**src/rtl/wasd_pkg.sv**
```systemverilog
// shared types, constants and register indexes for the window average block
`timescale 1ns / 1ps

package wasd_pkg;

   localparam int SAMPLE_WIDTH = 16;
   localparam int SUM_WIDTH    = 24;
   localparam int COUNT_WIDTH  = 8;
   localparam int MEAN_WIDTH   = 20;
   localparam int CHANGE_WIDTH = 21;
   localparam int LEVEL_WIDTH  = 13;
   localparam int FS_WIDTH     = 19;
   localparam int THR_WIDTH    = 20;

   localparam int CSR_INDEX_WIDTH = 8;
   localparam int CSR_DATA_WIDTH  = 20;

   localparam int DIV_WIDTH      = 31;
   localparam int DIV_REM_WIDTH  = FS_WIDTH;
   localparam int DIV_CNT_WIDTH  = 5;
   localparam logic [DIV_CNT_WIDTH-1:0] DIV_LAST_STEP = DIV_CNT_WIDTH'(DIV_WIDTH - 1);

   localparam logic [COUNT_WIDTH-1:0] MAX_WINDOW = 8'd255;

   localparam logic [SAMPLE_WIDTH-1:0] FAILED_READ   = 16'h8000;
   localparam logic [LEVEL_WIDTH-1:0]  LEVEL_FULL    = 13'd4096;
   localparam logic [MEAN_WIDTH-1:0]   MEAN_SENTINEL = -20'sd16;

   localparam logic [COUNT_WIDTH-1:0] WINDOW_LENGTH_RESET = 8'd10;
   localparam logic [FS_WIDTH-1:0]    FULL_SCALE_RESET    = 19'd32752;
   localparam logic [THR_WIDTH-1:0]   THRESHOLD_RESET     = 20'd32;
   localparam logic [COUNT_WIDTH-1:0] CONFIRM_RESET       = 8'd5;

   localparam logic [CSR_INDEX_WIDTH-1:0] CSR_WINDOW_LENGTH    = 8'd0;
   localparam logic [CSR_INDEX_WIDTH-1:0] CSR_FULL_SCALE       = 8'd1;
   localparam logic [CSR_INDEX_WIDTH-1:0] CSR_SETTLE_THRESHOLD = 8'd2;
   localparam logic [CSR_INDEX_WIDTH-1:0] CSR_SETTLE_CONFIRM   = 8'd3;

   typedef enum logic [2:0] {
      ST_ACCUM,
      ST_MEAN_START,
      ST_MEAN_RUN,
      ST_LEVEL_START,
      ST_LEVEL_RUN,
      ST_RESULT
   } wasd_state_type;

   typedef struct packed {
      logic accept;
      logic mean_start;
      logic mean_latch;
      logic change_latch;
      logic level_start;
      logic level_zero;
      logic level_latch;
      logic write_result;
   } wasd_cmd_type;

   typedef struct packed {
      logic last;
      logic good_zero;
      logic mean_nonpos;
      logic div_done;
      logic out_free;
   } wasd_status_type;

endpackage

```
**src/rtl/wasd_divider.sv**
```systemverilog
// serial restoring divider, one quotient bit per cycle
`timescale 1ns / 1ps

module wasd_divider (
   input  logic                                clock,
   input  logic                                reset,
   input  logic                                start,
   input  logic [wasd_pkg::DIV_WIDTH-1:0]      dividend,
   input  logic [wasd_pkg::DIV_REM_WIDTH-1:0]  divisor,
   output logic                                busy,
   output logic                                done,
   output logic [wasd_pkg::DIV_WIDTH-1:0]      quotient
);

   logic                                busy_ff, busy_in;
   logic                                done_ff, done_in;
   logic [wasd_pkg::DIV_CNT_WIDTH-1:0]  count_ff, count_in;
   logic [wasd_pkg::DIV_WIDTH-1:0]      q_ff, q_in;
   logic [wasd_pkg::DIV_REM_WIDTH-1:0]  rem_ff, rem_in;
   logic [wasd_pkg::DIV_REM_WIDTH-1:0]  div_ff, div_in;
   logic [wasd_pkg::DIV_REM_WIDTH:0]    trial;
   logic [wasd_pkg::DIV_REM_WIDTH:0]    diff;
   logic                                ge;

   assign trial = {rem_ff, q_ff[wasd_pkg::DIV_WIDTH-1]};
   assign diff  = trial - {1'b0, div_ff};
   assign ge    = trial >= {1'b0, div_ff};

   always_comb begin
      busy_in  = busy_ff;
      done_in  = 1'b0;
      count_in = count_ff;
      q_in     = q_ff;
      rem_in   = rem_ff;
      div_in   = div_ff;
      if (start) begin
         busy_in  = 1'b1;
         count_in = '0;
         q_in     = dividend;
         rem_in   = '0;
         div_in   = divisor;
      end else if (busy_ff) begin
         q_in     = {q_ff[wasd_pkg::DIV_WIDTH-2:0], ge};
         rem_in   = ge ? diff[wasd_pkg::DIV_REM_WIDTH-1:0]
                       : trial[wasd_pkg::DIV_REM_WIDTH-1:0];
         count_in = count_ff + 1'b1;
         if (count_ff == wasd_pkg::DIV_LAST_STEP) begin
            busy_in = 1'b0;
            done_in = 1'b1;
         end
      end
   end

   always_ff @(posedge clock) begin
      if (reset) begin
         busy_ff  <= 1'b0;
         done_ff  <= 1'b0;
         count_ff <= '0;
      end else begin
         busy_ff  <= busy_in;
         done_ff  <= done_in;
         count_ff <= count_in;
      end
      q_ff   <= q_in;
      rem_ff <= rem_in;
      div_ff <= div_in;
   end

   assign busy     = busy_ff;
   assign done     = done_ff;
   assign quotient = q_ff;

endmodule

```
**src/rtl/wasd_datapath.sv**
```systemverilog
// accumulators, history, settings, divider operands and result register
`timescale 1ns / 1ps

module wasd_datapath (
   input  logic                                   clock,
   input  logic                                   reset,
   input  logic signed [wasd_pkg::SAMPLE_WIDTH-1:0] req_sample,
   input  logic                                   csr_write,
   input  logic [wasd_pkg::CSR_INDEX_WIDTH-1:0]   csr_index,
   input  logic [wasd_pkg::CSR_DATA_WIDTH-1:0]    csr_data,
   input  wasd_pkg::wasd_cmd_type                 cmd,
   output wasd_pkg::wasd_status_type              status,
   input  logic                                   rsp_stall,
   output logic                                   rsp_valid,
   output logic signed [wasd_pkg::MEAN_WIDTH-1:0]   rsp_mean_q4,
   output logic signed [wasd_pkg::CHANGE_WIDTH-1:0] rsp_change_q4,
   output logic [wasd_pkg::LEVEL_WIDTH-1:0]       rsp_level_q12,
   output logic                                   rsp_stable,
   output logic                                   rsp_wiring_error
);

   logic [wasd_pkg::COUNT_WIDTH-1:0]  window_length_ff;
   logic [wasd_pkg::FS_WIDTH-1:0]     full_scale_ff;
   logic [wasd_pkg::THR_WIDTH-1:0]    threshold_ff;
   logic [wasd_pkg::COUNT_WIDTH-1:0]  confirm_ff;

   logic [wasd_pkg::SUM_WIDTH-1:0]    sum_ff, sum_in;
   logic [wasd_pkg::COUNT_WIDTH-1:0]  good_ff, good_in;
   logic [wasd_pkg::COUNT_WIDTH-1:0]  index_ff, index_in;
   logic [wasd_pkg::MEAN_WIDTH-1:0]   prev_ff, prev_in;
   logic [wasd_pkg::COUNT_WIDTH-1:0]  settle_ff, settle_in;
   logic [wasd_pkg::MEAN_WIDTH-1:0]   mean_ff, mean_in;
   logic [wasd_pkg::CHANGE_WIDTH-1:0] change_ff, change_in;
   logic [wasd_pkg::LEVEL_WIDTH-1:0]  level_ff, level_in;

   logic                                rsp_valid_ff, rsp_valid_in;
   logic [wasd_pkg::MEAN_WIDTH-1:0]     rsp_mean_ff, rsp_mean_in;
   logic [wasd_pkg::CHANGE_WIDTH-1:0]   rsp_change_ff, rsp_change_in;
   logic [wasd_pkg::LEVEL_WIDTH-1:0]    rsp_level_ff, rsp_level_in;
   logic                                rsp_stable_ff, rsp_stable_in;
   logic                                rsp_wire_ff, rsp_wire_in;

   logic [wasd_pkg::COUNT_WIDTH-1:0]  len_eff;
   logic                              sample_good;
   logic [wasd_pkg::SUM_WIDTH-1:0]    sum_abs;
   logic [wasd_pkg::DIV_WIDTH-1:0]    div_dividend;
   logic [wasd_pkg::DIV_REM_WIDTH-1:0] div_divisor;
   logic                              div_start;
   logic                              div_busy;
   logic                              div_done;
   logic [wasd_pkg::DIV_WIDTH-1:0]    div_quotient;
   logic [wasd_pkg::MEAN_WIDTH-1:0]   q_mean;
   logic [wasd_pkg::CHANGE_WIDTH-1:0] change_abs;
   logic [wasd_pkg::COUNT_WIDTH-1:0]  settle_next;

   // settings
   always_ff @(posedge clock) begin
      if (reset) begin
         window_length_ff <= wasd_pkg::WINDOW_LENGTH_RESET;
         full_scale_ff    <= wasd_pkg::FULL_SCALE_RESET;
         threshold_ff     <= wasd_pkg::THRESHOLD_RESET;
         confirm_ff       <= wasd_pkg::CONFIRM_RESET;
      end else if (csr_write) begin
         unique case (csr_index)
            wasd_pkg::CSR_WINDOW_LENGTH: begin
               window_length_ff <= csr_data[wasd_pkg::COUNT_WIDTH-1:0];
            end
            wasd_pkg::CSR_FULL_SCALE: begin
               full_scale_ff <= csr_data[wasd_pkg::FS_WIDTH-1:0];
            end
            wasd_pkg::CSR_SETTLE_THRESHOLD: begin
               threshold_ff <= csr_data[wasd_pkg::THR_WIDTH-1:0];
            end
            wasd_pkg::CSR_SETTLE_CONFIRM: begin
               confirm_ff <= csr_data[wasd_pkg::COUNT_WIDTH-1:0];
            end
            default: begin
            end
         endcase
      end
   end

   always_comb begin
      if (window_length_ff == '0) begin
         len_eff = wasd_pkg::COUNT_WIDTH'(1);
      end else if (window_length_ff > wasd_pkg::MAX_WINDOW) begin
         len_eff = wasd_pkg::MAX_WINDOW;
      end else begin
         len_eff = window_length_ff;
      end
   end

   assign sample_good = req_sample != wasd_pkg::FAILED_READ;

   // divider operands
   assign sum_abs   = sum_ff[wasd_pkg::SUM_WIDTH-1] ? (~sum_ff + 1'b1) : sum_ff;
   assign div_start = cmd.mean_start | cmd.level_start;

   always_comb begin
      if (cmd.mean_start) begin
         div_dividend = {3'b000, sum_abs, 4'b0000};
         div_divisor  = {{(wasd_pkg::DIV_REM_WIDTH-wasd_pkg::COUNT_WIDTH){1'b0}}, good_ff};
      end else begin
         div_dividend = {mean_ff[wasd_pkg::FS_WIDTH-1:0], 12'd0};
         div_divisor  = (full_scale_ff == '0) ? wasd_pkg::FS_WIDTH'(1) : full_scale_ff;
      end
   end

   wasd_divider u_divider (
      .clock    (clock),
      .reset    (reset),
      .start    (div_start),
      .dividend (div_dividend),
      .divisor  (div_divisor),
      .busy     (div_busy),
      .done     (div_done),
      .quotient (div_quotient)
   );

   assign q_mean = div_quotient[wasd_pkg::MEAN_WIDTH-1:0];

   // settle tracking
   assign change_abs = change_ff[wasd_pkg::CHANGE_WIDTH-1] ? (~change_ff + 1'b1) : change_ff;

   always_comb begin
      if (change_abs > {1'b0, threshold_ff}) begin
         settle_next = '0;
      end else if (settle_ff < confirm_ff) begin
         settle_next = settle_ff + 1'b1;
      end else begin
         settle_next = settle_ff;
      end
   end

   always_comb begin
      sum_in    = sum_ff;
      good_in   = good_ff;
      index_in  = index_ff;
      prev_in   = prev_ff;
      settle_in = settle_ff;
      mean_in   = mean_ff;
      change_in = change_ff;
      level_in  = level_ff;

      rsp_valid_in  = rsp_valid_ff & rsp_stall;
      rsp_mean_in   = rsp_mean_ff;
      rsp_change_in = rsp_change_ff;
      rsp_level_in  = rsp_level_ff;
      rsp_stable_in = rsp_stable_ff;
      rsp_wire_in   = rsp_wire_ff;

      if (cmd.accept) begin
         if (sample_good) begin
            sum_in  = sum_ff + {{(wasd_pkg::SUM_WIDTH-wasd_pkg::SAMPLE_WIDTH)
                                 {req_sample[wasd_pkg::SAMPLE_WIDTH-1]}}, req_sample};
            good_in = good_ff + 1'b1;
         end
         if (!status.last) begin
            index_in = index_ff + 1'b1;
         end
      end

      if (cmd.mean_latch) begin
         mean_in = sum_ff[wasd_pkg::SUM_WIDTH-1] ? (~q_mean + 1'b1) : q_mean;
      end

      if (cmd.change_latch) begin
         if (prev_ff[wasd_pkg::MEAN_WIDTH-1]) begin
            change_in = '0;
         end else begin
            change_in = {mean_ff[wasd_pkg::MEAN_WIDTH-1], mean_ff}
                      - {prev_ff[wasd_pkg::MEAN_WIDTH-1], prev_ff};
         end
      end

      if (cmd.level_zero) begin
         level_in = '0;
      end else if (cmd.level_latch) begin
         if (div_quotient > {{(wasd_pkg::DIV_WIDTH-wasd_pkg::LEVEL_WIDTH){1'b0}},
                             wasd_pkg::LEVEL_FULL}) begin
            level_in = wasd_pkg::LEVEL_FULL;
         end else begin
            level_in = div_quotient[wasd_pkg::LEVEL_WIDTH-1:0];
         end
      end

      if (cmd.write_result) begin
         rsp_valid_in = 1'b1;
         sum_in       = '0;
         good_in      = '0;
         index_in     = '0;
         if (status.good_zero) begin
            rsp_mean_in   = '0;
            rsp_change_in = '0;
            rsp_level_in  = '0;
            rsp_stable_in = settle_ff >= confirm_ff;
            rsp_wire_in   = 1'b1;
         end else begin
            rsp_mean_in   = mean_ff;
            rsp_change_in = change_ff;
            rsp_level_in  = level_ff;
            rsp_stable_in = settle_next >= confirm_ff;
            rsp_wire_in   = 1'b0;
            prev_in       = mean_ff;
            settle_in     = settle_next;
         end
      end
   end

   always_ff @(posedge clock) begin
      if (reset) begin
         sum_ff       <= '0;
         good_ff      <= '0;
         index_ff     <= '0;
         prev_ff      <= wasd_pkg::MEAN_SENTINEL;
         settle_ff    <= '0;
         rsp_valid_ff <= 1'b0;
      end else begin
         sum_ff       <= sum_in;
         good_ff      <= good_in;
         index_ff     <= index_in;
         prev_ff      <= prev_in;
         settle_ff    <= settle_in;
         rsp_valid_ff <= rsp_valid_in;
      end
      mean_ff       <= mean_in;
      change_ff     <= change_in;
      level_ff      <= level_in;
      rsp_mean_ff   <= rsp_mean_in;
      rsp_change_ff <= rsp_change_in;
      rsp_level_ff  <= rsp_level_in;
      rsp_stable_ff <= rsp_stable_in;
      rsp_wire_ff   <= rsp_wire_in;
   end

   assign status.last        = ({1'b0, index_ff} + 1'b1) >= {1'b0, len_eff};
   assign status.good_zero   = good_ff == '0;
   assign status.mean_nonpos = mean_ff[wasd_pkg::MEAN_WIDTH-1] | (mean_ff == '0);
   assign status.div_done    = div_done;
   assign status.out_free    = ~rsp_valid_ff | ~rsp_stall;

   assign rsp_valid        = rsp_valid_ff;
   assign rsp_mean_q4      = rsp_mean_ff;
   assign rsp_change_q4    = rsp_change_ff;
   assign rsp_level_q12    = rsp_level_ff;
   assign rsp_stable       = rsp_stable_ff;
   assign rsp_wiring_error = rsp_wire_ff;

   // no sample taken while a division runs
   assert property (@(posedge clock) disable iff (reset) cmd.accept |-> !div_busy)
      else $error("sample accepted during division");

   // window restarts after each result
   assert property (@(posedge clock) disable iff (reset)
      cmd.write_result |=> (good_ff == '0) && (index_ff == '0) && (sum_ff == '0))
      else $error("window not cleared after result");

   // a wiring error result carries no figures
   assert property (@(posedge clock) disable iff (reset)
      (rsp_valid_ff && rsp_wire_ff) |-> (rsp_mean_ff == '0) && (rsp_level_ff == '0))
      else $error("wiring error result with figures");

   // level never beyond full
   assert property (@(posedge clock) disable iff (reset)
      rsp_valid_ff |-> (rsp_level_ff <= wasd_pkg::LEVEL_FULL))
      else $error("level out of range");

endmodule

```
**src/rtl/wasd_ctrl.sv**
```systemverilog
// sequencer for accumulation, the two divisions and result hand-off
`timescale 1ns / 1ps

module wasd_ctrl (
   input  logic                       clock,
   input  logic                       reset,
   input  logic                       req_valid,
   output logic                       req_stall,
   input  wasd_pkg::wasd_status_type  status,
   output wasd_pkg::wasd_cmd_type     cmd
);

   wasd_pkg::wasd_state_type state_ff, state_in;

   always_comb begin
      state_in = state_ff;
      unique case (state_ff)
         wasd_pkg::ST_ACCUM: begin
            if (req_valid && status.last) begin
               state_in = wasd_pkg::ST_MEAN_START;
            end
         end
         wasd_pkg::ST_MEAN_START: begin
            state_in = status.good_zero ? wasd_pkg::ST_RESULT : wasd_pkg::ST_MEAN_RUN;
         end
         wasd_pkg::ST_MEAN_RUN: begin
            if (status.div_done) begin
               state_in = wasd_pkg::ST_LEVEL_START;
            end
         end
         wasd_pkg::ST_LEVEL_START: begin
            state_in = status.mean_nonpos ? wasd_pkg::ST_RESULT : wasd_pkg::ST_LEVEL_RUN;
         end
         wasd_pkg::ST_LEVEL_RUN: begin
            if (status.div_done) begin
               state_in = wasd_pkg::ST_RESULT;
            end
         end
         wasd_pkg::ST_RESULT: begin
            if (status.out_free) begin
               state_in = wasd_pkg::ST_ACCUM;
            end
         end
         default: begin
            state_in = wasd_pkg::ST_ACCUM;
         end
      endcase
   end

   always_comb begin
      cmd       = '0;
      req_stall = 1'b1;
      unique case (state_ff)
         wasd_pkg::ST_ACCUM: begin
            req_stall  = 1'b0;
            cmd.accept = req_valid;
         end
         wasd_pkg::ST_MEAN_START: begin
            cmd.mean_start = ~status.good_zero;
         end
         wasd_pkg::ST_MEAN_RUN: begin
            cmd.mean_latch = status.div_done;
         end
         wasd_pkg::ST_LEVEL_START: begin
            cmd.change_latch = 1'b1;
            cmd.level_zero   = status.mean_nonpos;
            cmd.level_start  = ~status.mean_nonpos;
         end
         wasd_pkg::ST_LEVEL_RUN: begin
            cmd.level_latch = status.div_done;
         end
         wasd_pkg::ST_RESULT: begin
            cmd.write_result = status.out_free;
         end
         default: begin
         end
      endcase
   end

   always_ff @(posedge clock) begin
      if (reset) begin
         state_ff <= wasd_pkg::ST_ACCUM;
      end else begin
         state_ff <= state_in;
      end
   end

endmodule

```
**src/rtl/window_average_settle_detect.sv**
```systemverilog
// top level: window average with settle detection
// a sample that does not close the window is taken without a stall, back to back
// the closing sample holds req_stall high for two 31-step serial divisions in
// one shared divider, only the mean division for a mean of zero or below, none
// for a window with no valid sample, longer while the result register is stalled
// synchronous reset clears the window, settle count and result valid, sets
// the previous mean to -1.0 and loads the register defaults
`timescale 1ns / 1ps

module window_average_settle_detect (
   input  logic                                     clock,
   input  logic                                     reset,
   input  logic                                     req_valid,
   output logic                                     req_stall,
   input  logic signed [wasd_pkg::SAMPLE_WIDTH-1:0] req_sample,
   output logic                                     rsp_valid,
   input  logic                                     rsp_stall,
   output logic signed [wasd_pkg::MEAN_WIDTH-1:0]   rsp_mean_q4,
   output logic signed [wasd_pkg::CHANGE_WIDTH-1:0] rsp_change_q4,
   output logic [wasd_pkg::LEVEL_WIDTH-1:0]         rsp_level_q12,
   output logic                                     rsp_stable,
   output logic                                     rsp_wiring_error,
   input  logic                                     csr_valid,
   output logic                                     csr_ready,
   input  logic [wasd_pkg::CSR_INDEX_WIDTH-1:0]     csr_index,
   input  logic [wasd_pkg::CSR_DATA_WIDTH-1:0]      csr_data
);

   wasd_pkg::wasd_cmd_type    cmd;
   wasd_pkg::wasd_status_type status;

   assign csr_ready = 1'b1;

   wasd_ctrl u_ctrl (
      .clock     (clock),
      .reset     (reset),
      .req_valid (req_valid),
      .req_stall (req_stall),
      .status    (status),
      .cmd       (cmd)
   );

   wasd_datapath u_datapath (
      .clock            (clock),
      .reset            (reset),
      .req_sample       (req_sample),
      .csr_write        (csr_valid & csr_ready),
      .csr_index        (csr_index),
      .csr_data         (csr_data),
      .cmd              (cmd),
      .status           (status),
      .rsp_stall        (rsp_stall),
      .rsp_valid        (rsp_valid),
      .rsp_mean_q4      (rsp_mean_q4),
      .rsp_change_q4    (rsp_change_q4),
      .rsp_level_q12    (rsp_level_q12),
      .rsp_stable       (rsp_stable),
      .rsp_wiring_error (rsp_wiring_error)
   );

endmodule
```
**config.mk**
```make
export PLATFORM = sky130hd
export DESIGN_NAME = window_average_settle_detect
export DESIGN_NICKNAME = d
export VERILOG_FILES = /design/src/rtl/wasd_pkg.sv /design/src/rtl/wasd_divider.sv /design/src/rtl/wasd_datapath.sv /design/src/rtl/wasd_ctrl.sv /design/src/rtl/window_average_settle_detect.sv
export SDC_FILE = /design/constraint.sdc
export NUM_CORES = 1
export LEC_CHECK = 0
export BUFFER_PORTS_ARGS = -buffer_cell sky130_fd_sc_hd__buf_2
export CORE_MARGIN = 4
export CORE_UTILIZATION = 30
export DETAILED_ROUTE_END_ITERATION = 10
export HOLD_SLACK_MARGIN = 0.08
export PLACE_DENSITY = 0.52
export SYNTH_ARGS = -nofsm -noshare
export SYNTH_HDL_FRONTEND = slang
export SYNTH_SLANG_ARGS = --single-unit
export TNS_END_PERCENT = 30
```
**constraint.sdc**
```tcl
create_clock -name clock -period 15.15 [get_ports clock]
set_input_delay 1.515 -clock clock [delete_from_list [all_inputs] [get_ports clock]]
set_output_delay 1.515 -clock clock [all_outputs]
set_load 0.05 [all_outputs]
```
; ---- Yosys cells after proc, flatten, opt, wreduce, memory -nomap -nowiden
; Index checks and enable logic that the tools add are counted.
[totals]
ff_bits = 313
in_bits = 49
out_inout_bits = 59
word_cells = 127
[op_classes]
order_cmp = 8
addsub = 11
n_mux = 35
reduce_logical = 20
n_eq_ne = 14
bitwise = 13
[op_table]
columns = operator, n
row1 = 31-bit two-way mux, 3
row2 = 8-bit two-way mux, 6
row3 = 31-bit by 13-bit greater-than comparator with 1-bit output (second input constant), 1
row4 = 24-bit by 1-bit adder with 24-bit output (second input constant), 1
row5 = 24-bit adder, 1
row6 = 8-bit by 1-bit adder with 8-bit output (second input constant), 3
row7 = 8-bit zero test, 3
row8 = 24-bit two-way mux, 1
row9 = 24-bit inverter, 1
row10 = 21-bit by 1-bit adder with 21-bit output (second input constant), 1
row11 = 21-bit by 20-bit greater-than comparator with 1-bit output, 1
row12 = 21-bit two-way mux, 1
row13 = 21-bit inverter, 1
row14 = 20-bit by 20-bit subtractor with 21-bit output, 1
row15 = 20-bit by 1-bit adder with 20-bit output (second input constant), 1
row16 = 20-bit by 19-bit greater-or-equal comparator with 1-bit output, 1
row17 = 20-bit zero test, 1
row18 = 20-bit two-way mux, 1
row19 = 20-bit inverter, 1
row20 = 19-bit zero test, 1
row21 = 19-bit two-way mux, 1
row22 = 19-bit subtractor, 1
row23 = 3-bit two-way mux, 6
row24 = 3-bit case mux with 6 select lines, 1
row25 = other kinds (26), 61

; ---- Longest topological paths before layout
; Gate-level depths: netlist of the first run.
[logic_depth]
word_depth = 7
depth_mapped = 25
ltp_nobuf = 24

; ---- Cells and area by module
; Synthesis of the first run repeated with hierarchy kept, for this count alone.
[unflattened]
cells_unflattened = 1950
hier_area_um2 = 18102.4
[modules_own_cells]
columns = module, seq_area_each_um2, instances, area_per_inst_um2, cells_each
row1 = wasd_datapath, 5655.4, 1, 13523.0, 1514
row2 = wasd_divider, 2021.9, 1, 4271.6, 391
row3 = wasd_ctrl, 60.1, 1, 296.5, 43
row4 = window_average_settle_detect, 0.0, 1, 11.3, 2

; ---- Worst setup path after synthesis of the first run
; OpenSTA, ideal clock, no wires.
[synth_timing]
path_type = input to register
startpoint = input rsp_stall
endpoint = register u_datapath.settle_ff[2] in the netlist's numbering
n_path_buf = 0
path_stages = 4
setup_time_ns = 0.084
required_time_ns = 15.066
setup_slack_ns = 9.524
arrival_ns = 5.542
path_cell_list = a21oi_1 nand2_1 or4_1 o221ai_1
[synth_via]
elab_chain_cells = 4
[synth_lines]
columns = item, line
row1 = from (decl), window_average_settle_detect.sv:17  ; input logic rsp_stall,
row2 = 1-bit inverter, wasd_datapath.sv:240  ; assign status.out_free = ~rsp_valid_ff | ~rsp_stall;
row3 = 1-bit bitwise OR, wasd_datapath.sv:240
row4 = 1-bit two-way mux, wasd_ctrl.sv:53  ; unique case (state_ff)
row5 = 2-bit AND reduction (no source line), -
row6 = to (signal assigned), wasd_datapath.sv:223  ; settle_ff <= settle_in;
row7 = to (decl), wasd_datapath.sv:31  ; logic [wasd_pkg::COUNT_WIDTH-1:0] settle_ff, settle_in;
; Every way passes these cells.
; A chain may end at the register's enable or synchronous reset.

; ---- Final worst setup path of the first run
[layout_timing]
startpoint = register u_datapath.change_ff[2] in the netlist's numbering
endpoint = register u_datapath.rsp_stable_ff, in the netlist u_datapath.rsp_stable, data pin
[layout_via]
elab_chain_cells = 7
[layout_lines]
columns = item, line
row1 = from (decl), wasd_datapath.sv:33  ; logic [wasd_pkg::CHANGE_WIDTH-1:0] change_ff, change_in;
row2 = from (signal assigned), wasd_datapath.sv:227  ; change_ff <= change_in;
row3 = 21-bit inverter, wasd_datapath.sv:123  ; assign change_abs = change_ff[wasd_pkg::CHANGE_WIDTH-1] ? (~change_ff + 1'b1) : change_ff;
row4 = 21-bit by 1-bit adder with 21-bit output, wasd_datapath.sv:123
row5 = 21-bit two-way mux (*), wasd_datapath.sv:123
row6 = 21-bit by 20-bit greater-than comparator with 1-bit output (*), wasd_datapath.sv:126  ; if (change_abs > {1'b0, threshold_ff}) begin
row7 = 8-bit two-way mux (*), wasd_datapath.sv:126
row8 = "via u_datapath.settle_next, one bit", wasd_datapath.sv:54  ; logic [wasd_pkg::COUNT_WIDTH-1:0] settle_next;
row9 = 8-bit greater-or-equal comparator (*), wasd_datapath.sv:202  ; rsp_stable_in = settle_next >= confirm_ff;
row10 = 1-bit two-way mux (*), wasd_datapath.sv:192  ; if (status.good_zero) begin
row11 = to (signal assigned), wasd_datapath.sv:232  ; rsp_stable_ff <= rsp_stable_in;
row12 = to (decl), wasd_datapath.sv:40  ; logic rsp_stable_ff, rsp_stable_in;
; The timed path passes the listed nets; every way through them passes the cells marked *.

==> reports/metrics.yaml, run 1 <==
outcome: "finished, final reports clean"
dr.pass1.iters: 5
postLayoutCoreUtil: 0.347
ir_drop_uv: 86.4
setup_tns_ps: 0
worst_pin_slew_ps: 996
synth_top_flop_cell: "dfxtp_1"
clock_skew_ps: 23.5
cts_sinks: 313
multi_input_area_sq_um: 9170
slew_headroom: 0.331
dp_cells: 2697
final_cells: 2765
dr_total_vias: 13924
grt_max_degree: 59
final_max_slew_viol_count: 0
drtAntennaViolNets: 0
drc: 0
grt_pass1_wl_mm: 75.8
start_util: 0.305
clockBufferDepth: 3
synth_edf_count: 147
synth_area_leader_cell: "edfxtp_1"
path_clk_slew_ps: 60
grt_pass1_vias: 13682
place_area_sq_um: 19000
layout_common_cells: "nand2_1 (201), dfxtp_1 (166), nor2_1 (148)"
die_area_sq_um: 62800
cp_max_fo: 11
grt_use_total: 0.149
cts_tree: "built"
post-synth-top-area-fraction: 0.250
finalWeightedCongestion: 0.870
postCtsHoldBufs: 0
yosys.cell_types.count: 72
cts_setup_buffers: 0
ys_seq_area_frac: 0.439
fin_crit_sh: 0.369
die_w_microns: 251
crit_chain: "nor3_1, nand3_1, or2_2, or3_1, or2_2, o41ai_1, xnor2_1, ha_1, a21o_1, a21oi_1, o21a_1, o211ai_1, o21ai_0, buf_4, nand2_1, nor2_1, ha_1, a21o_1, a21o_1, a21o_1, a21o_1, a21o_1, a21oi_1, o21ai_0"
portBuffers: 106
r2r-start: "u_datapath.change_ff[2]$_SDFFCE_PP0P_"
syn_avg_cell_area_sq_um: 9.36
synth_area_sq_um: 17600
start_kind: "flop"
min_from: "u_datapath.prev_ff[2]$_SDFFE_PP0P_"
diodes: 0
final_hold_viol_count: 0
yosys_warnings: 0
crit_path_end_kind: "flop"
cts_made_buffers: 37
slowest_stage: "edfxtp_1"
worst-setup-path-type: "reg -> reg"
hold_depth: 2
die_h_microns: 251
ios: 108
worstSetupStartpoint: "u_datapath.change_ff[2]$_SDFFCE_PP0P_"
core_area_sq_um: 57900
cpMostUsedCell: "a21o_1"
nFillCells: 5890
drv_cap: 0
place_hpwl_mm: 35.0
synthArstFlopShare: 0
power_density_nw_per_um2: 130
wirelength_mm: 47.5
globalRouteOverflowTotal: 0
r2r_cells: 24
fin_hold_ws_ps: 460
cpPeakStageDelay_ps: 460
drt_iter0_markers: 871
synth_seq_cells: 313
htree_levels: 2
clkLatencyLatePin_ps: 570
register_area_sq_um: 7740
rows: 88
pre_cts_ws_ps: 9590
fin_crit_ps: 5590
antenna_found_initial: 0
fin_nets: 2138
layout_setup_ws_ps: 9560
required_ps: 15440
fmax_mhz: 179
drt-wirelength-per-cell_microns: 17.2
synthToLayoutAreaGrowth_pct: 14.0
min_path_type: "reg -> reg"
syn_inst: 1885
rsz0062_at_grt: "no"
final_layout_size_suffix_gt1_frac: 0.105
cts_root_buf: "clkbuf_16"
cts-resized-gates: 0
design_area_sq_um: 20100
synth_nets: 2052
ys_top_cells_by_area: "edfxtp_1 (25%), dfxtp_1 (19%), ha_1 (8.2%)"
setup_viol: 0
via_per_inst: 5.04
critPathArrivalTime_ps: 5880
power.total_mw: 2.61
p_leak_nw: 8.40
final_common_cell: "nand2_1"
[power breakdown]
group          internal [mW]  total, mW  leakage, nW  switching, mW
clock network          0.480      0.847        0.553          0.368
registers              0.962       1.04         2.77         0.0796
logic                  0.298      0.725         5.08          0.427
total                   1.74       2.61         8.40          0.875
[final timing paths]
path	slack, ps	end
setup / recovery	9560	u_datapath.rsp_stable$_DFFE_PP_
hold / removal	460	u_datapath.prev_ff[2]$_SDFFE_PP0P_
setup reg to reg	9560	u_datapath.rsp_stable$_DFFE_PP_
hold reg to reg	460	u_datapath.prev_ff[2]$_SDFFE_PP0P_
[flip-flops by register name, indices dropped and copies added, names as in the netlist, 13 cells and up]
register and cells:
u_datapath.rsp_level_q12 13, u_datapath.sum_ff 24, u_datapath.u_divider.quotient 31, u_datapath.change_ff 21, u_datapath.prev_ff 20, u_datapath.mean_ff 20
u_datapath.rsp_change_q4 21, u_datapath.level_ff 13, u_datapath.rsp_mean_q4 20, u_datapath.u_divider.div_ff 19, u_datapath.full_scale_ff 19, u_datapath.u_divider.rem_ff 19
u_datapath.threshold_ff 20
[routing by layer]
layer,wire (microns),GRT usage,share of wire
met5,0,0,0
met4,1880,0.0596,0.040
met2,21300,0.237,0.45
met1,22200,0.202,0.47
met3,2170,0.0274,0.046
[kinds of logic (layout without fill, tap and decap cells)]
logic type	count (synthesis)	in the layout	share of synthesized area
mux	67	67	0.0382
xor+xnor	123	123	0.0611
simple gates	695	695	0.196
compound gates	375	375	0.139
buf+inv	193	308	0.0428
other cells	1	1	0.000213
flops	313	313	0.439
fa+ha+maj	118	118	0.0850
[worst max-delay path: cells and delay by family (launching register included)]
| kind | cells | cell delay (ps) |
|---|---|---|
| xor+xnor | 1 | 180 |
| buf+inv | 1 | 210 |
| simple gates | 7 | 1840 |
| flops | 1 | 460 |
| fa+ha+maj | 2 | 510 |
| compound gates | 13 | 2120 |
[cells in the mapped netlist (20+ instances only)]
master    instances
nand4_1          28
dfxtp_1         166
nor2_1          148
nand3_1          50
and3_1           23
o21ai_0          77
and2_1           73
nor4_1           22
nand2_1         201
o21a_1           20
ha_1            115
o211ai_1         38
edfxtp_1        147
a21oi_1          92
xor2_1           49
mux2i_1          65
nor3_1           36
a211oi_1         20
nor2b_1          22
xnor2_1          74
clkbuf_1         69
a21o_1           29
inv_1           113
[layout make-up]
type / instances / share of cell area
tap: 765 / 0.0476
clock inverter: 16 / 0.00691
multi-input combinational: 1379 / 0.456
sequential: 313 / 0.385
clock buffer: 52 / 0.0493
inverter: 114 / 0.0213
timing repair buffer: 126 / 0.0339
(Power assumes the default switching activity.)
==> run 2, diff against run 1 <==
--- a/config.mk
+++ b/config.mk
@@ -10,7 +10,7 @@
 export CORE_UTILIZATION = 30
 export DETAILED_ROUTE_END_ITERATION = 10
 export HOLD_SLACK_MARGIN = 0.08
-export PLACE_DENSITY = 0.52
+export PLACE_DENSITY = 0.54
 export SYNTH_ARGS = -nofsm -noshare
 export SYNTH_HDL_FRONTEND = slang
 export SYNTH_SLANG_ARGS = --single-unit
==> constraint.sdc (replaced) <==
create_clock -name clock -period 5 [get_ports clock]
set_input_delay 0.5 -clock clock [delete_from_list [all_inputs] [get_ports clock]]
set_output_delay 0.5 -clock clock [all_outputs]
set_load 0.05 [all_outputs]
==> run 2 against run 1 <==
Effect of this change: utilization up 0.64 points; maximum frequency up 15%; cell area up 1.8%; clock skew up 0.58 ps; count of clock-buffer cells in the layout unchanged; register-to-register slack worse by 9400 ps; critical path type unchanged; critical endpoint unchanged.
==> reports/metrics.yaml, run 2 (same netlist as run 1, synthesis figures left out) <==
cts_sinks: 313  # unchanged
worst_pin_slew_ps: 1060  # +65.6 ps
slowest_stage: "or4_4"
fin_crit_ps: 4840  # -746 ps
final_hold_viol_count: 0  # unchanged
final_cells: 2791  # +0.94%
die_w_microns: 251  # unchanged
wirelength_mm: 47.7  # +0.43%
ios: 108  # unchanged
cpPeakStageDelay_ps: 490  # +30 ps
fin_nets: 2162  # +1.1%
crit_path_end_kind: "flop"
grt_pass1_vias: 13592  # -0.66%
htree_levels: 2  # unchanged
hold_depth: 3  # +1
postCtsHoldBufs: 0  # unchanged
grt_pass1_wl_mm: 76.2  # +0.51%
final_max_slew_viol_count: 0  # unchanged
power_density_nw_per_um2: 395  # +200%
fin_crit_sh: 0.968  # +0.600
rsz0062_at_grt: "yes"
start_util: 0.305  # unchanged
p_switching_mw: 2.65  # +200%
multi_input_area_sq_um: 9270  # +1.1%
clkLatencyLatePin_ps: 550  # -20 ps
min_path_type: "in -> reg"
finalWeightedCongestion: 0.882  # +1.3%
cts_tree: "built"
r2r-end: "u_datapath.rsp_stable$_DFFE_PP_"
via_per_inst: 5.03  # -0.14%
r2r_cells: 26  # +8.3%
final_common_cell: "nand2_1"
worst-setup-path-type: "reg -> reg"
diodes: 0  # unchanged
outcome: "finished, final reports clean"
portBuffers: 106  # unchanged
drv_cap: 0  # unchanged
design_area_sq_um: 20500  # +1.8%
ir_drop_uv: 199  # +130%
cp_max_fo: 5  # -6
fmax_mhz: 207  # +15%
p_comb_frac: 0.273  # -0.004
reg2reg_slack_ps: 160  # -9400 ps
register_area_sq_um: 7740  # unchanged
setup_tns_ps: 0  # unchanged
largest_reg_flops: 31  # unchanged
antenna_found_initial: 1  # +1
dr_total_vias: 14035  # +0.80%
dr.pass1.iters: 5  # unchanged
min_to: "u_datapath.full_scale_ff[8]$_SDFFE_PP1P_"
min_from: "csr_data[8]"
drc: 0  # unchanged
dp_cells: 2711  # +0.52%
power.total_mw: 8.08  # +210%
die_area_sq_um: 62800  # unchanged
final_layout_size_suffix_gt1_frac: 0.123  # +0.0189
rows: 88  # unchanged
layout_common_cells: "nand2_1 (201), dfxtp_1 (166), nor2_1 (148)"
setup_viol: 0  # unchanged
core_area_sq_um: 57900  # unchanged
place_area_sq_um: 19100  # +0.55%
r2r-start: "u_datapath.change_ff[4]$_SDFFCE_PP0P_"
die_h_microns: 251  # unchanged
nFillCells: 5949  # +1.0%
place_hpwl_mm: 35.0  # about the same
cpMostUsedCell: "a21o_1"
path_clk_slew_ps: 60  # about the same
critPathArrivalTime_ps: 5140  # -740 ps
seqPwrFrac: 0.389  # -0.009
p_leak_nw: 8.58  # +2.1%
drtAntennaViolNets: 0  # unchanged
grt_max_degree: 57  # -3.4%
drt-wirelength-per-cell_microns: 17.1  # -0.51%
cts_root_buf: "clkbuf_16"
grt_use_total: 0.149  # -0.000154
clock_skew_ps: 24.0  # +0.575 ps
switching_share: 0.328  # -0.00623
cts_made_buffers: 39  # +5.4%
synthToLayoutAreaGrowth_pct: 16.1
intPower_mw: 5.43  # +210%
worstSetupStartpoint: "u_datapath.change_ff[4]$_SDFFCE_PP0P_"
drt_iter0_markers: 975  # +12%
required_ps: 5290  # -10150 ps
postLayoutCoreUtil: 0.354  # +0.00640
clockBufferDepth: 3  # unchanged
power_frac_clock: 0.338  # +0.014
start_kind: "flop"
slew_headroom: 0.287  # -0.0440
globalRouteOverflowTotal: 0  # unchanged
==> run 2: what timing repair did <==
action,in CTS,in global routing
gates resized for setup,13,8
buffers inserted,6,2
endpoints found under the setup margin,1,1
cloned,0,0
pin swaps,17,10
==> run 2: final cells by class <==
cell class	count	share of cell area
clock buffer	52	0.0521
clock inverter	20	0.00831
inverter	114	0.0209
multi-input combinational	1379	0.453
sequential	313	0.378
tap	765	0.0467
timing repair buffer	148	0.0413
==> run 2: critical path, delay by kind of cell (launching register included) <==
kind            cells  cell delay, ps
simple gates        5            1040
flops               1             400
compound gates     14            1990
fa+ha+maj           2             540
buf+inv             4             450
xor+xnor            1             150
==> run 2: through the flow <==
| step | setup slack, ps | hold slack [ps] |
|---|---|---|
| global route | -104 | 168 |
| CTS | 4.37 | 151 |
| detailed placement | -259 | 451 |
| finish | 158 | 185 |
| floorplan | 1.07 | 436 |
| global placement | -272 | 447 |
==> run 2: power by group through the flow <==
| stage | Clock (mW) | Sequential [mW] | Combinational [mW] |
|---|---|---|---|
| after floorplan | 0 | 3.11 | 1.73 |
| after global placement | 0 | 3.19 | 2.16 |
| after detailed placement | 0 | 3.19 | 2.21 |
| after CTS | 2.81 | 3.14 | 2.22 |
| after global routing | 2.91 | 3.18 | 2.52 |
| final | 2.73 | 3.15 | 2.20 |
==> run 2: worst max-delay path by stage <==
stage / cells after the start / end
6_report: 26 / u_datapath.rsp_stable$_DFFE_PP_
5_1_grt: 26 / u_datapath.rsp_stable$_DFFE_PP_
4_1_cts: 24 / u_datapath.rsp_stable$_DFFE_PP_
3_5_place_dp: 24 / u_datapath.rsp_stable$_DFFE_PP_
3_3_place_gp: 24 / u_datapath.rsp_stable$_DFFE_PP_
2_1_floorplan: 24 / u_datapath.rsp_stable$_DFFE_PP_
==> run 2: metal layers <==
metal / part of all wire / GRT usage / vias to the layer above / routed length (microns)
li1: - / - / 6972 / -
met1: 0.47 / 0.202 / 6676 / 22300
met2: 0.46 / 0.243 / 307 / 21800
met3: 0.045 / 0.0228 / 78 / 2170
met4: 0.031 / 0.0520 / 2 / 1460
met5: 0.00027 / 0 / - / 13
==> run 3, diff against run 2 <==
--- a/config.mk
+++ b/config.mk
@@ -7,10 +7,10 @@
 export LEC_CHECK = 0
 export BUFFER_PORTS_ARGS = -buffer_cell sky130_fd_sc_hd__buf_2
 export CORE_MARGIN = 4
-export CORE_UTILIZATION = 30
+export CORE_UTILIZATION = 54
 export DETAILED_ROUTE_END_ITERATION = 10
 export HOLD_SLACK_MARGIN = 0.08
-export PLACE_DENSITY = 0.54
+export PLACE_DENSITY = 0.82
 export SYNTH_ARGS = -nofsm -noshare
 export SYNTH_HDL_FRONTEND = slang
 export SYNTH_SLANG_ARGS = --single-unit
==> run 3 against run 2 <==
Effect of this change: the flow now finishes with violations (setup timing); total power about the same; global-route usage rose by 8.9 points; via count is 2.4% higher; worst setup slack lost 200 ps; worst hold slack improved by 29 ps; first-iteration DRC count grew 19%; clock skew rose by 10 ps; cell area shrank 1.9%; combinational power about the same; critical path depth is 2 lower; clock power is essentially flat; final cell count is 12% lower.
==> reports/metrics.yaml, run 3 (same netlist as run 1, synthesis figures left out) <==
portBuffers: 106  # unchanged
globalRouteOverflowTotal: 0  # unchanged
htree_levels: 2  # unchanged
clockBufferDepth: 3  # unchanged
worst_pin_slew_ps: 1280  # +216 ps
cts_sinks: 313  # unchanged
core_area_sq_um: 31900  # -45%
clkLatencyLatePin_ps: 530  # -20 ps
final_hold_viol_count: 0  # unchanged
cts_made_buffers: 35  # -10%
drt_iter0_markers: 1157  # +19%
drv_cap: 0  # unchanged
dr_total_vias: 14378  # +2.4%
fin_crit_ps: 5040  # +198 ps
path_clk_slew_ps: 60  # about the same
grt_use_total: 0.238  # +0.0892
min_path_type: "in -> reg"
crit_buf_inv: 1  # -3
fin_hold_ws_ps: 214  # +29.0 ps
p_leak_nw: 8.60  # +0.27%
place_hpwl_mm: 30.9  # -12%
layout_common_cells: "nand2_1 (200), dfxtp_1 (166), nor2_1 (147), edfxtp_1 (147), ha_1 (114)"
power_frac_clock: 0.337  # about the same
layout_setup_ws_ps: -40.1  # -198 ps
postLayoutCoreUtil: 0.630  # +0.276
final_cells: 2457  # -12%
cts_root_buf: "clkbuf_16"
final_max_slew_viol_count: 0  # unchanged
die_area_sq_um: 35600  # -43%
pre_cts_ws_ps: -441  # -182 ps
synthToLayoutAreaGrowth_pct: 13.8
grt_pass1_wl_mm: 70.4  # -7.7%
drc: 0  # unchanged
grt_max_degree: 68  # +19%
cts_tree: "built"
final_common_cell: "nand2_1"
die_w_microns: 189  # -25%
drtAntennaViolNets: 0  # unchanged
grt_pass1_vias: 14029  # +3.2%
largest_reg_flops: 31  # unchanged
dr.pass1.iters: 5  # unchanged
fmax_mhz: 198  # -3.9%
cpMostUsedCell: "a21o_1"
intPower_mw: 5.47  # +0.86%
start_kind: "flop"
setup_viol: 1  # +1
power_density_nw_per_um2: 402  # +1.9%
setup_tns_ps: -40.1  # -40.1 ps
dp_cells: 2377  # -12%
slew_headroom: 0.145  # -0.142
slowest_stage: "edfxtp_1"
required_ps: 5270  # -20 ps
cp_max_fo: 4  # -1
antenna_found_initial: 2  # +1
die_h_microns: 189  # -25%
final_layout_size_suffix_gt1_frac: 0.126  # +0.00272
clock_skew_ps: 34.5  # +10.5 ps
start_util: 0.553  # +0.249
wirelength_mm: 43.6  # -8.6%
worst-setup-path-type: "reg -> reg"
seqPwrFrac: 0.389  # about the same
p_comb_frac: 0.274  # about the same
finalWeightedCongestion: 0.885  # +0.32%
drt-wirelength-per-cell_microns: 17.8  # +3.8%
ir_drop_uv: 317  # +59%
diodes: 0  # unchanged
crit_chain: "nor3_2, nand3_1, or2_4, or3_4, or2_4, o41ai_4, xnor2_1, ha_1, a21o_1, a21oi_2, o21a_1, o211ai_1, o21ai_1, buf_4, nand3_2, ha_4, nand2b_4, a21o_1, a21o_1, a21o_1, a21o_1, a21o_1, a21oi_2, o21ai_2"
critPathArrivalTime_ps: 5310  # +170 ps
outcome: "complete, but fails checks"
crit_path_end_kind: "flop"
path_delay_family: "compound AO/OA/AOI/OAI gates"
rsz0062_at_grt: "yes"
via_per_inst: 5.85  # +16%
violations: "setup timing"
fin_crit_sh: 1.01  # +0.0395
ios: 108  # unchanged
switching_share: 0.322  # -0.00596
p_switching_mw: 2.60  # -1.8%
fin_nets: 2163  # +0.046%
rows: 65  # -26%
cpPeakStageDelay_ps: 410  # -80 ps
## run 3: path summary, 6_finish.rpt
check                                   startpoint                                       end  slack [ps]  cells past startpoint
min                                   csr_data[19]  u_datapath.threshold_ff[19]$_SDFFE_PP0P_         210                      3
max reg2reg  u_datapath.change_ff[2]$_SDFFCE_PP0P_           u_datapath.rsp_stable$_DFFE_PP_         -40                     24
max          u_datapath.change_ff[2]$_SDFFCE_PP0P_           u_datapath.rsp_stable$_DFFE_PP_         -40                     24
min reg2reg     u_datapath.prev_ff[0]$_SDFFE_PP0P_        u_datapath.prev_ff[0]$_SDFFE_PP0P_         460                      2
## run 3: final cells by class
type                            instances  area [sq um]
Sequential cell                       313          7740
Inverter                              114           428
Clock inverter                         20           254
Timing Repair Buffer                  153           887
Tap cell                              435           544
Multi-Input combinational cell       1379          9260
Fill cell                            2586         11800
Clock buffer                           43           977
## run 3: through the flow
stage               power, mW  cell area (sq um)
floorplan                4.84              17600
finish                   8.08              20100
global route             8.50              20100
detailed placement       5.36              18600
CTS                      8.08              20100
global placement         5.27              18600
## run 3: power by group through the flow
| stage | combinational, mW | sequential (mW) | clock [mW] |
|---|---|---|---|
| after global placement | 2.09 | 3.17 | 0 |
| after detailed placement | 2.17 | 3.19 | 0 |
| after global routing | 2.47 | 3.17 | 2.86 |
| final | 2.21 | 3.15 | 2.72 |
| after floorplan | 1.73 | 3.11 | 0 |
| after CTS | 2.19 | 3.14 | 2.75 |
## run 3: per-layer routing
metal	part of all wire	global-route usage
met5	0.00062	0
met4	0.040	0.0947
met1	0.42	0.302
met3	0.059	0.0328
met2	0.48	0.413
## run 3: repair_timing
action,CTS,global route
resized for setup,16,4
pin swaps,21,12
buffers inserted,15,2
hold buffers,0,0
setup endpoints to repair,1,1
## run 3: worst reg2reg max path, cell delays in order (launching register included)
cell,delay (ps)
edfxtp_1,410
nor3_2,200
nand3_1,140
or2_4,260
or3_4,370
or2_4,270
o41ai_4,290
xnor2_1,170
ha_1,270
a21o_1,200
a21oi_2,140
o21a_1,140
o211ai_1,90
o21ai_1,170
buf_4,160
nand3_2,90
ha_4,240
nand2b_4,130
a21o_1,150
a21o_1,170
a21o_1,160
a21o_1,150
a21o_1,160
a21oi_2,180
o21ai_2,80
